[src/hdl/mlfd_pkg.sv]
package mlfd_pkg;

  localparam int FRAME_BYTES = 14;
  localparam int POS_W       = $clog2(FRAME_BYTES);

  typedef logic [FRAME_BYTES-1:0][7:0] frame_t;

  typedef struct packed {
    logic [7:0] data_byte;
    logic       frame_start;
  } in_item_t;

  typedef struct packed {
    logic [13:0] magnitude;
    logic        is_negative;
    logic [2:0]  decimal_shift;
    logic        value_valid;
    logic        overload;
    logic [2:0]  unit_prefix;
    logic [2:0]  unit_base;
    logic        unit_valid;
    logic [7:0]  annunciators;
  } out_item_t;

  typedef logic [3:0] digit_t;

  localparam digit_t DIG_BLANK = 4'd10;
  localparam digit_t DIG_L     = 4'd11;

  localparam logic [6:0] SEG_0 = 7'h7D;
  localparam logic [6:0] SEG_1 = 7'h05;
  localparam logic [6:0] SEG_2 = 7'h5B;
  localparam logic [6:0] SEG_3 = 7'h1F;
  localparam logic [6:0] SEG_4 = 7'h27;
  localparam logic [6:0] SEG_5 = 7'h3E;
  localparam logic [6:0] SEG_6 = 7'h7E;
  localparam logic [6:0] SEG_7 = 7'h15;
  localparam logic [6:0] SEG_8 = 7'h7F;
  localparam logic [6:0] SEG_9 = 7'h3F;
  localparam logic [6:0] SEG_L = 7'h68;

  localparam logic [2:0] PFX_NONE  = 3'd0;
  localparam logic [2:0] PFX_NANO  = 3'd1;
  localparam logic [2:0] PFX_MICRO = 3'd2;
  localparam logic [2:0] PFX_MILLI = 3'd3;
  localparam logic [2:0] PFX_KILO  = 3'd4;
  localparam logic [2:0] PFX_MEGA  = 3'd5;

  localparam logic [2:0] BASE_VOLT    = 3'd0;
  localparam logic [2:0] BASE_AMPERE  = 3'd1;
  localparam logic [2:0] BASE_OHM     = 3'd2;
  localparam logic [2:0] BASE_FARAD   = 3'd3;
  localparam logic [2:0] BASE_HERTZ   = 3'd4;
  localparam logic [2:0] BASE_PERCENT = 3'd5;
  localparam logic [2:0] BASE_CELSIUS = 3'd6;

  function automatic digit_t seg_to_digit(input logic [6:0] code);
    digit_t d;
    case (code)
      SEG_0:   d = 4'd0;
      SEG_1:   d = 4'd1;
      SEG_2:   d = 4'd2;
      SEG_3:   d = 4'd3;
      SEG_4:   d = 4'd4;
      SEG_5:   d = 4'd5;
      SEG_6:   d = 4'd6;
      SEG_7:   d = 4'd7;
      SEG_8:   d = 4'd8;
      SEG_9:   d = 4'd9;
      SEG_L:   d = DIG_L;
      default: d = DIG_BLANK;
    endcase
    return d;
  endfunction

endpackage

[src/hdl/mlfd_front.sv]
module mlfd_front
  import mlfd_pkg::*;
(
  input  logic     clk,
  input  logic     rst,
  input  logic     accept,
  input  in_item_t item,
  output logic     job_push,
  output frame_t   job
);

  logic [POS_W-1:0] pos;
  logic [POS_W-1:0] wr_idx;
  logic             last;
  logic [7:0]       store [FRAME_BYTES];

  always_comb begin
    if (item.frame_start || (pos >= POS_W'(FRAME_BYTES))) begin
      wr_idx = '0;
    end else begin
      wr_idx = pos;
    end
    last     = (wr_idx == POS_W'(FRAME_BYTES - 1));
    job_push = accept && last;
    for (int i = 0; i < FRAME_BYTES; i++) begin
      job[i] = store[i];
    end
    job[FRAME_BYTES-1] = item.data_byte;
  end

  always_ff @(posedge clk) begin
    if (rst) begin
      pos <= '0;
    end else if (accept) begin
      pos <= last ? '0 : POS_W'(wr_idx + 1'b1);
    end
  end

  always_ff @(posedge clk) begin
    if (accept) begin
      store[wr_idx] <= item.data_byte;
    end
  end

endmodule

[src/hdl/mlfd_queue.sv]
module mlfd_queue
  import mlfd_pkg::*;
#(
  parameter int DEPTH = 2
) (
  input  logic   clk,
  input  logic   rst,
  input  logic   wr,
  input  frame_t wr_data,
  input  logic   rd,
  output frame_t rd_data,
  output logic   q_full,
  output logic   q_empty
);

  localparam int PTR_W = $clog2(DEPTH);
  localparam int CNT_W = $clog2(DEPTH + 1);

  frame_t           slots [DEPTH];
  logic [PTR_W-1:0] wr_ptr;
  logic [PTR_W-1:0] rd_ptr;
  logic [CNT_W-1:0] count;

  assign q_full  = (count == CNT_W'(DEPTH));
  assign q_empty = (count == '0);
  assign rd_data = slots[rd_ptr];

  always_ff @(posedge clk) begin
    if (rst) begin
      wr_ptr <= '0;
      rd_ptr <= '0;
      count  <= '0;
    end else begin
      if (wr) begin
        wr_ptr <= (wr_ptr == PTR_W'(DEPTH - 1)) ? '0 : PTR_W'(wr_ptr + 1'b1);
      end
      if (rd) begin
        rd_ptr <= (rd_ptr == PTR_W'(DEPTH - 1)) ? '0 : PTR_W'(rd_ptr + 1'b1);
      end
      if (wr && !rd) begin
        count <= CNT_W'(count + 1'b1);
      end else if (rd && !wr) begin
        count <= CNT_W'(count - 1'b1);
      end
    end
  end

  always_ff @(posedge clk) begin
    if (wr) begin
      slots[wr_ptr] <= wr_data;
    end
  end

  a_no_overflow: assert property (@(posedge clk) disable iff (rst)
    q_full && !rd |-> !wr)
    else $error("frame queue written while full");

  a_no_underflow: assert property (@(posedge clk) disable iff (rst)
    q_empty |-> !rd)
    else $error("frame queue read while empty");

endmodule

[src/hdl/mlfd_back.sv]
module mlfd_back
  import mlfd_pkg::*;
(
  input  logic      clk,
  input  logic      rst,
  input  frame_t    frame,
  input  logic      job_ready,
  output logic      job_take,
  input  logic      pop,
  output logic      out_valid,
  output out_item_t result
);

  out_item_t dec;
  digit_t    d [4];
  logic      all_num;
  logic      any_l;

  always_comb begin
    all_num = 1'b1;
    any_l   = 1'b0;
    for (int k = 0; k < 4; k++) begin
      d[k] = seg_to_digit({frame[2*k+1][2:0], frame[2*k+2][3:0]});
      if (d[k] > 4'd9) begin
        all_num = 1'b0;
      end
      if (d[k] == DIG_L) begin
        any_l = 1'b1;
      end
    end

    dec.value_valid = all_num;
    dec.overload    = any_l;
    if (all_num) begin
      dec.magnitude = 14'(d[0] * 14'd1000) + 14'(d[1] * 14'd100)
                    + 14'(d[2] * 14'd10) + 14'(d[3]);
    end else begin
      dec.magnitude = '0;
    end

    dec.is_negative   = frame[1][3];
    dec.decimal_shift = 3'(frame[7][3]) + 3'({frame[5][3], 1'b0})
                      + (frame[3][3] ? 3'd3 : 3'd0);

    dec.unit_valid = 1'b1;
    if (frame[13][2]) begin
      dec.unit_prefix = PFX_MILLI;
      dec.unit_base   = BASE_VOLT;
    end else begin
      if (frame[9][1])       dec.unit_prefix = PFX_KILO;
      else if (frame[9][2])  dec.unit_prefix = PFX_NANO;
      else if (frame[9][3])  dec.unit_prefix = PFX_MICRO;
      else if (frame[10][1]) dec.unit_prefix = PFX_MEGA;
      else if (frame[10][3]) dec.unit_prefix = PFX_MILLI;
      else                   dec.unit_prefix = PFX_NONE;

      if (frame[10][2])      dec.unit_base = BASE_PERCENT;
      else if (frame[11][2]) dec.unit_base = BASE_OHM;
      else if (frame[11][3]) dec.unit_base = BASE_FARAD;
      else if (frame[12][1]) dec.unit_base = BASE_HERTZ;
      else if (frame[12][2]) dec.unit_base = BASE_VOLT;
      else if (frame[12][3]) dec.unit_base = BASE_AMPERE;
      else if (frame[13][1]) dec.unit_base = BASE_CELSIUS;
      else begin
        dec.unit_base  = BASE_VOLT;
        dec.unit_valid = 1'b0;
      end
    end

    dec.annunciators = {frame[12][0], frame[9][0], frame[10][0], frame[11][1],
                        frame[11][0], frame[0][3], frame[0][2], frame[0][1]};
  end

  assign job_take = job_ready && (!out_valid || pop);

  always_ff @(posedge clk) begin
    if (rst) begin
      out_valid <= 1'b0;
    end else if (job_take) begin
      out_valid <= 1'b1;
    end else if (pop) begin
      out_valid <= 1'b0;
    end
  end

  always_ff @(posedge clk) begin
    if (job_take) begin
      result <= dec;
    end
  end

  a_held: assert property (@(posedge clk) disable iff (rst)
    out_valid && !pop |=> out_valid && $stable(result))
    else $error("pending reading lost or changed");

  a_valid_excl: assert property (@(posedge clk) disable iff (rst)
    out_valid |-> !(result.value_valid && result.overload))
    else $error("valid reading flagged as overload");

  a_mag_zero: assert property (@(posedge clk) disable iff (rst)
    out_valid && !result.value_valid |-> result.magnitude == '0)
    else $error("invalid reading carries a magnitude");

  a_no_base: assert property (@(posedge clk) disable iff (rst)
    out_valid && !result.unit_valid |-> result.unit_base == BASE_VOLT)
    else $error("unit base set without unit flag");

endmodule

[src/hdl/multimeter_lcd_frame_decoder_unit.sv]
// A reading goes from the last frame byte into the frame queue, which is written when that byte is transferred,
// and is then decoded into the output register once that register is empty or its reading is popped.
// Throughput: one byte per cycle while full is low; one reading per 14-byte frame.
// full rises only when the frame queue is full behind a stalled result.
// Reset clears the byte position, the frame queue and the result valid flag;
// the frame byte store is not cleared.
module multimeter_lcd_frame_decoder_unit
  import mlfd_pkg::*;
#(
  parameter int QUEUE_DEPTH = 2
) (
  input  logic      clk,
  input  logic      rst,
  input  logic      push,
  output logic      full,
  input  in_item_t  item,
  output logic      empty,
  input  logic      pop,
  output out_item_t result
);

  logic   accept;
  logic   job_push;
  frame_t job;
  frame_t head;
  logic   q_full;
  logic   q_empty;
  logic   job_take;
  logic   out_valid;

  assign full   = q_full;
  assign accept = push && !full;
  assign empty  = !out_valid;

  mlfd_front u_front (
    .clk      (clk),
    .rst      (rst),
    .accept   (accept),
    .item     (item),
    .job_push (job_push),
    .job      (job)
  );

  mlfd_queue #(
    .DEPTH (QUEUE_DEPTH)
  ) u_queue (
    .clk     (clk),
    .rst     (rst),
    .wr      (job_push),
    .wr_data (job),
    .rd      (job_take),
    .rd_data (head),
    .q_full  (q_full),
    .q_empty (q_empty)
  );

  mlfd_back u_back (
    .clk       (clk),
    .rst       (rst),
    .frame     (head),
    .job_ready (!q_empty),
    .job_take  (job_take),
    .pop       (pop),
    .out_valid (out_valid),
    .result    (result)
  );

endmodule

[config.mk]
export PLATFORM = sky130hd
export DESIGN_NAME = multimeter_lcd_frame_decoder_unit
export DESIGN_NICKNAME = d
export VERILOG_FILES = /design/src/hdl/mlfd_pkg.sv /design/src/hdl/mlfd_front.sv /design/src/hdl/mlfd_queue.sv /design/src/hdl/mlfd_back.sv /design/src/hdl/multimeter_lcd_frame_decoder_unit.sv
export SDC_FILE = /design/constraint.sdc
export NUM_CORES = 1
export LEC_CHECK = 0
export ABC_AREA = 1
export BUFFER_PORTS_ARGS = -buffer_cell sky130_fd_sc_hd__buf_4
export CORE_MARGIN = 5
export CORE_UTILIZATION = 55
export CTS_CLUSTER_SIZE = 28
export DETAILED_ROUTE_END_ITERATION = 12
export PLACE_DENSITY = 0.72
export SLEW_MARGIN = 25
export SYNTH_ARGS = -nofsm -noshare
export SYNTH_HDL_FRONTEND = slang
export SYNTH_HIERARCHICAL = 1
export SYNTH_SLANG_ARGS = --single-unit
[constraint.sdc]
create_clock -name clk -period 10.42 [get_ports clk]
set_clock_uncertainty 0.05 [all_clocks]
set_input_delay 1.563 -clock clk [delete_from_list [all_inputs] [get_ports clk]]
set_output_delay 1.563 -clock clk [all_outputs]
set_load 0.05 [all_outputs]
==> out/metrics.csv, run 1 <==
metric,value,unit
io_buffers,45,
switching_power,1.21,mW
finalPower,3.14,mW
worstPathArrival,6740,ps
insertion_delay,500,ps
leakage,4.66,nW
drtAntennaViolNets,0,
crit_required,10620,ps
wirelength,17000,um
end_kind,flip-flop,
p_per_area,274,nW/um2
initial_core_util,0.561,
final_common_cell,edfxtp_1,
drtPass1Iterations,5,
swShare,0.386,
area_growth,12.6,%
cts.repair.resized,0,
critPathLaunchType,flip-flop,
cts.path.max_buffers,3,
wire_per_inst,14.7,um
p_comb_frac,0.432,
hpwl,11900,um
clkTransAtPathRegs,60,ps
rsz0062_at_grt,no,
sequentialPowerShare,0.321,
slew_viol_final,0,
die-area,21300,um2
numCtsBuffers,22,
worst_slew_pin_slew,748,ps
synth_cells,853,
ir_drop,0.196,mV
core_area,18100,um2
status,finished clean,
final_core_util,0.632,
initialDrtViolationCount,253,
maxCapViolations,0,
fin_crit_sh,0.627,
cts_root_buf,clkbuf_16,
hold_buffers,0,
relSlewSlack,0.501,
num_antenna_cells,0,
synth_nets,940,
antenna_found_initial,0,
htreeDepth,1,
cts_tree,done,
p_clk_frac,0.246,
die_w,146,um
dp_cells,1116,
drc,0,
die_y,146,um
viasPerCell,5.26,
slowest_delay,630,ps
grt_pass1_vias,6028,
hold_path_class,reg2reg,
syn_area_per_cell,11.9,um2
num_vias,6082,
gp_congestion,0.871,
drive_gt1_frac,0.193,
most-common-layout-cells,"edfxtp_1, inv_1, nand2_1, nor2_1, ha_1",
setup-violations-final,0,
tns,0,ps
syn_area,10100,um2
cts_setup_buffers,0,
grt_pass1_wl,29300,um
row_count,49,
io_pins,50,
cp_max_fo,53,
grt_max_degree,54,
p_int,1.93,mW
yosysWarnings,6,
grt_overflow,0,
worstSetupPathType,reg2reg,
nets,998,
min_period,6540,ps
instances_no_fill,1156,
cts.sinks,202,
hold_viol,0,
grt_util_all_layers,0.166,
max_freq,153,MHz
slowest_stage,fa_1,
-- through the flow --
stage	worst slack, ps	hold slack, ps	instance area (um2)
floorplan	4760	371	10100
global placement	3920	372	10700
detailed placement	3900	379	10700
CTS	3870	387	11400
global route	3410	394	11400
finish	3880	388	11400
-- layout make-up --
cell class / instances / area, um2
Inverter: 128 / 482
Timing Repair Buffer: 49 / 368
Clock inverter: 10 / 123
Sequential cell: 202 / 5970
Clock buffer: 30 / 621
Fill cell: 1386 / 6660
Tap cell: 229 / 287
Multi-Input combinational cell: 508 / 3580
-- power groups by stage --
stage,Clock [mW],Sequential (mW),Combinational [mW]
4_1_cts,0.794,1.01,1.37
2_1_floorplan,0,1.23,0.869
5_1_grt,0.829,1.02,1.53
3_3_place_gp,0,1.02,1.35
3_5_place_dp,0,1.02,1.36
6_report,0.772,1.01,1.36
-- critical path: cells and delay by family (launching register included) --
kind,cells,cell delay [ps]
compound gates,2,500
flops,1,310
fa+ha+maj,6,2400
xor+xnor,1,180
buf+inv,6,980
simple gates,12,1320
mux,1,480
-- per-layer routing --
metal,GRT usage,up-vias,wire [um]
li1,-,3054,-
met1,0.236,2892,8100
met2,0.271,112,8010
met3,0.0271,24,615
met4,0.0389,0,318
met5,0,-,0
-- sequential cells by signal (all words and copies together), names as in the netlist, named ones only --
signal            count
u_queue/rd_ptr        1
u_queue/count         2
u_front/pos           4
u_queue/wr_ptr        1
u_queue/slots       106
u_back/out_valid      1
u_front/store        51
u_back/result        35
-- path summary, 6_finish.rpt --
kind / start / end / slack [ps] / cells past startpoint
worst min register to register: u_front/store[3][1]$_DFFE_PP_ / u_queue/slots[0][25]$_DFFE_PP_ / 390 / 0
worst max register to register: flip-flop / u_back/result[34]$_SDFFCE_PN0P_ / 3880 / 28
worst min-delay path: u_front/store[3][1]$_DFFE_PP_ / u_queue/slots[0][25]$_DFFE_PP_ / 390 / 0
worst max-delay path: flip-flop / u_back/result[34]$_SDFFCE_PN0P_ / 3880 / 28
No activity file was read; power rests on OpenSTA's default activity.
==> run 2, diff against run 1 <==
ABC_AREA = 0   (was 1)
clock period = 6.82 ns   (was 10.42 ns; I/O delays follow)
==> run 2 against run 1 <==
Register-to-register slack worse by 3500 ps. Die area decreased by 1.8%. Critical endpoint is now u_back/result[33]$_SDFFCE_PN0P_. Combinational power shrank 78%. Largest cell class unchanged. Global-route usage rose by 0.23 points. Clock-buffer cell count down 9. Area after synthesis down 1.9%. Total power down 7.4%. Routed wire length is essentially flat. Non-clock buffer count is 3 higher. Largest power group is now registers.
==> out/metrics.csv, run 2 <==
metric,value,unit,change
r2r-end,u_back/result[33]$_SDFFCE_PN0P_,,
max_freq,156,MHz,+2.1%
syn_area_per_cell,14.1,um2,+18%
p_clk_frac,0.403,,+0.157
numCtsBuffers,21,,-4.5%
slew_viol_final,0,,unchanged
relSlewSlack,0.426,,-0.0751
rsz0062_at_grt,no,,
cts_tree,done,,
holdPathStages,0,,unchanged
p_int,2.20,mW,+14%
instances_no_fill,1002,,-13%
tns,0,ps,unchanged
final-seq-area,5970,um2,about the same
fin_crit_sh,0.938,,+0.311
die_y,145,um,-0.91%
synth_nets,795,,-15%
status,finished clean,,
switching_power,704,uW,-42%
drive_gt1_frac,0.225,,+0.0320
p_per_area,259,nW/um2,-5.6%
cts.sinks,202,,unchanged
wirelength,17100,um,about the same
grt_overflow,0,,unchanged
num_antenna_cells,0,,unchanged
multiInputGateArea,3610,um2,+0.98%
yosysWarnings,6,,unchanged
grt_max_degree,43,,-20%
gp_congestion,0.877,,+0.72%
swShare,0.242,,-0.143
whs_endpoint,u_queue/slots[1][34]$_DFFE_PP_,,
cp_max_fo,12,,-77%
min_period,6400,ps,-137 ps
io_pins,50,,unchanged
clkTransAtPathRegs,60,ps,about the same
worstPathArrival,6680,ps,-60 ps
antenna_found_initial,0,,unchanged
largest_reg_flops,106,,unchanged
dp_cells,966,,-13%
cts_root_buf,clkbuf_16,,
drtPass1Iterations,4,,-1
die-area,20900,um2,-1.8%
wire_per_inst,17.0,um,+15%
leakage,4.07,nW,-12%
largest_register,u_queue/slots,,
maxCapViolations,0,,unchanged
critPathLaunchType,flip-flop,,
drtAntennaViolNets,0,,unchanged
num_vias,5639,,-7.3%
hp-start,u_front/store[4][2]$_DFFE_PP_,,
final_common_cell,edfxtp_1,,
initial_core_util,0.556,,-0.00521
most-common-layout-cells,"edfxtp_1, inv_1, ha_1, mux2_2, buf_4",,
grt_util_all_layers,0.168,,+0.00227
ff2ff_path_depth,20,,-29%
core_area,17900,um2,-1.0%
grt_pass1_wl,28200,um,-3.8%
row_count,49,,unchanged
io_buffers,45,,unchanged
nets,848,,-15%
hpwl,11500,um,-3.4%
cts.path.max_buffers,3,,unchanged
rrSetupSlack,420,ps,-3460 ps
ir_drop,0.334,mV,+71%
htreeDepth,1,,unchanged
drc,0,,unchanged
viasPerCell,5.63,,+7.0%
insertion_delay,490,ps,about the same
worstSetupPathType,reg2reg,,
syn_area,9950,um2,-1.9%
area_growth,12.7,%,about the same
crit_required,7100,ps,-3520 ps
placed_area,10500,um2,-2.1%
setup-violations-final,0,,unchanged
p_comb_frac,0.104,,-0.328
hold_viol,0,,unchanged
top_regs,"u_queue/slots x106, u_front/store x51, u_back/result x35",,
sequentialPowerShare,0.493,,+0.172
fin_area,11200,um2,-1.9%
synth_cells,708,,-17%
initialDrtViolationCount,341,,+35%
nFillCells,1323,,-4.5%
worst_slew_pin_slew,854,ps,+106 ps
die_w,145,um,-0.91%
hold_path_class,reg2reg,,
grt_pass1_vias,5848,,-3.0%
end_kind,flip-flop,,
run 2: worst max-delay path by stage:
stage | endpoint | startpoint | slack [ps] | cells past startpoint
after global placement | u_back/result[34]$_SDFFCE_PN0P_ | flip-flop | 270 | 23
after floorplan | u_back/result[34]$_SDFFCE_PN0P_ | flip-flop | 320 | 25
final | u_back/result[33]$_SDFFCE_PN0P_ | flip-flop | 420 | 20
after CTS | u_back/result[34]$_SDFFCE_PN0P_ | flip-flop | 120 | 23
after detailed placement | u_back/result[34]$_SDFFCE_PN0P_ | flip-flop | 140 | 23
after global routing | u_back/result[33]$_SDFFCE_PN0P_ | flip-flop | 40 | 18
run 2: power groups by stage:
stage	logic (mW)	registers, mW	clock network (mW)
3_5_place_dp	0.306	1.46	0
5_1_grt	0.312	1.44	1.26
3_3_place_gp	0.304	1.45	0
4_1_cts	0.306	1.43	1.20
6_report	0.302	1.43	1.17
2_1_floorplan	0.0278	1.63	0
run 2: routing by layer:
| metal | global-route usage | up-vias | routed length, um |
|---|---|---|---|
| li1 | - | 2731 | - |
| met2 | 0.301 | 129 | 8780 |
| met5 | 0 | - | 0 |
| met4 | 0.0520 | 0 | 385 |
| met3 | 0.0278 | 33 | 670 |
| met1 | 0.210 | 2746 | 7230 |
run 2: through the flow:
stage                     total power [mW]   util  setup WS [ps]  hold slack (ps)
after floorplan                       1.66      -            316              371
after global placement                1.76  0.584            272              372
after detailed placement              1.76  0.584            137              380
after CTS                             2.94  0.625            118              395
after global routing                  3.01  0.626           40.5              407
final                                 2.90  0.626            421              393
run 2: layout make-up:
cell class,count,area share
repair buffers,52,0.0352
inverters,60,0.0201
multi-input cells,424,0.322
clock buffers,21,0.0469
well taps,229,0.0256
clock inverters,14,0.0176
flip-flops and latches,202,0.532
run 2: worst max-delay path, stage by stage, from the launching register on:
cell and delay [ps]:
dfxtp_4 450, mux2_2 430, or4b_4 590, nor3_4 220, nor2_2 70, and2_2 190, a32oi_2 280, inv_1 170
ha_1 240, fa_1 510, inv_1 70, fa_1 530, inv_1 60, fa_1 470, ha_1 310, ha_1 340
nand2_1 80, o211ai_1 260, a21oi_1 140, or4b_2 640, a31oi_1 140
run 2: timing repair:
action | in CTS | in global routing
endpoints found under the setup margin | 0 | 3
hold buffers | 0 | 0
buffers inserted | 0 | 1
resized for setup | 0 | 6
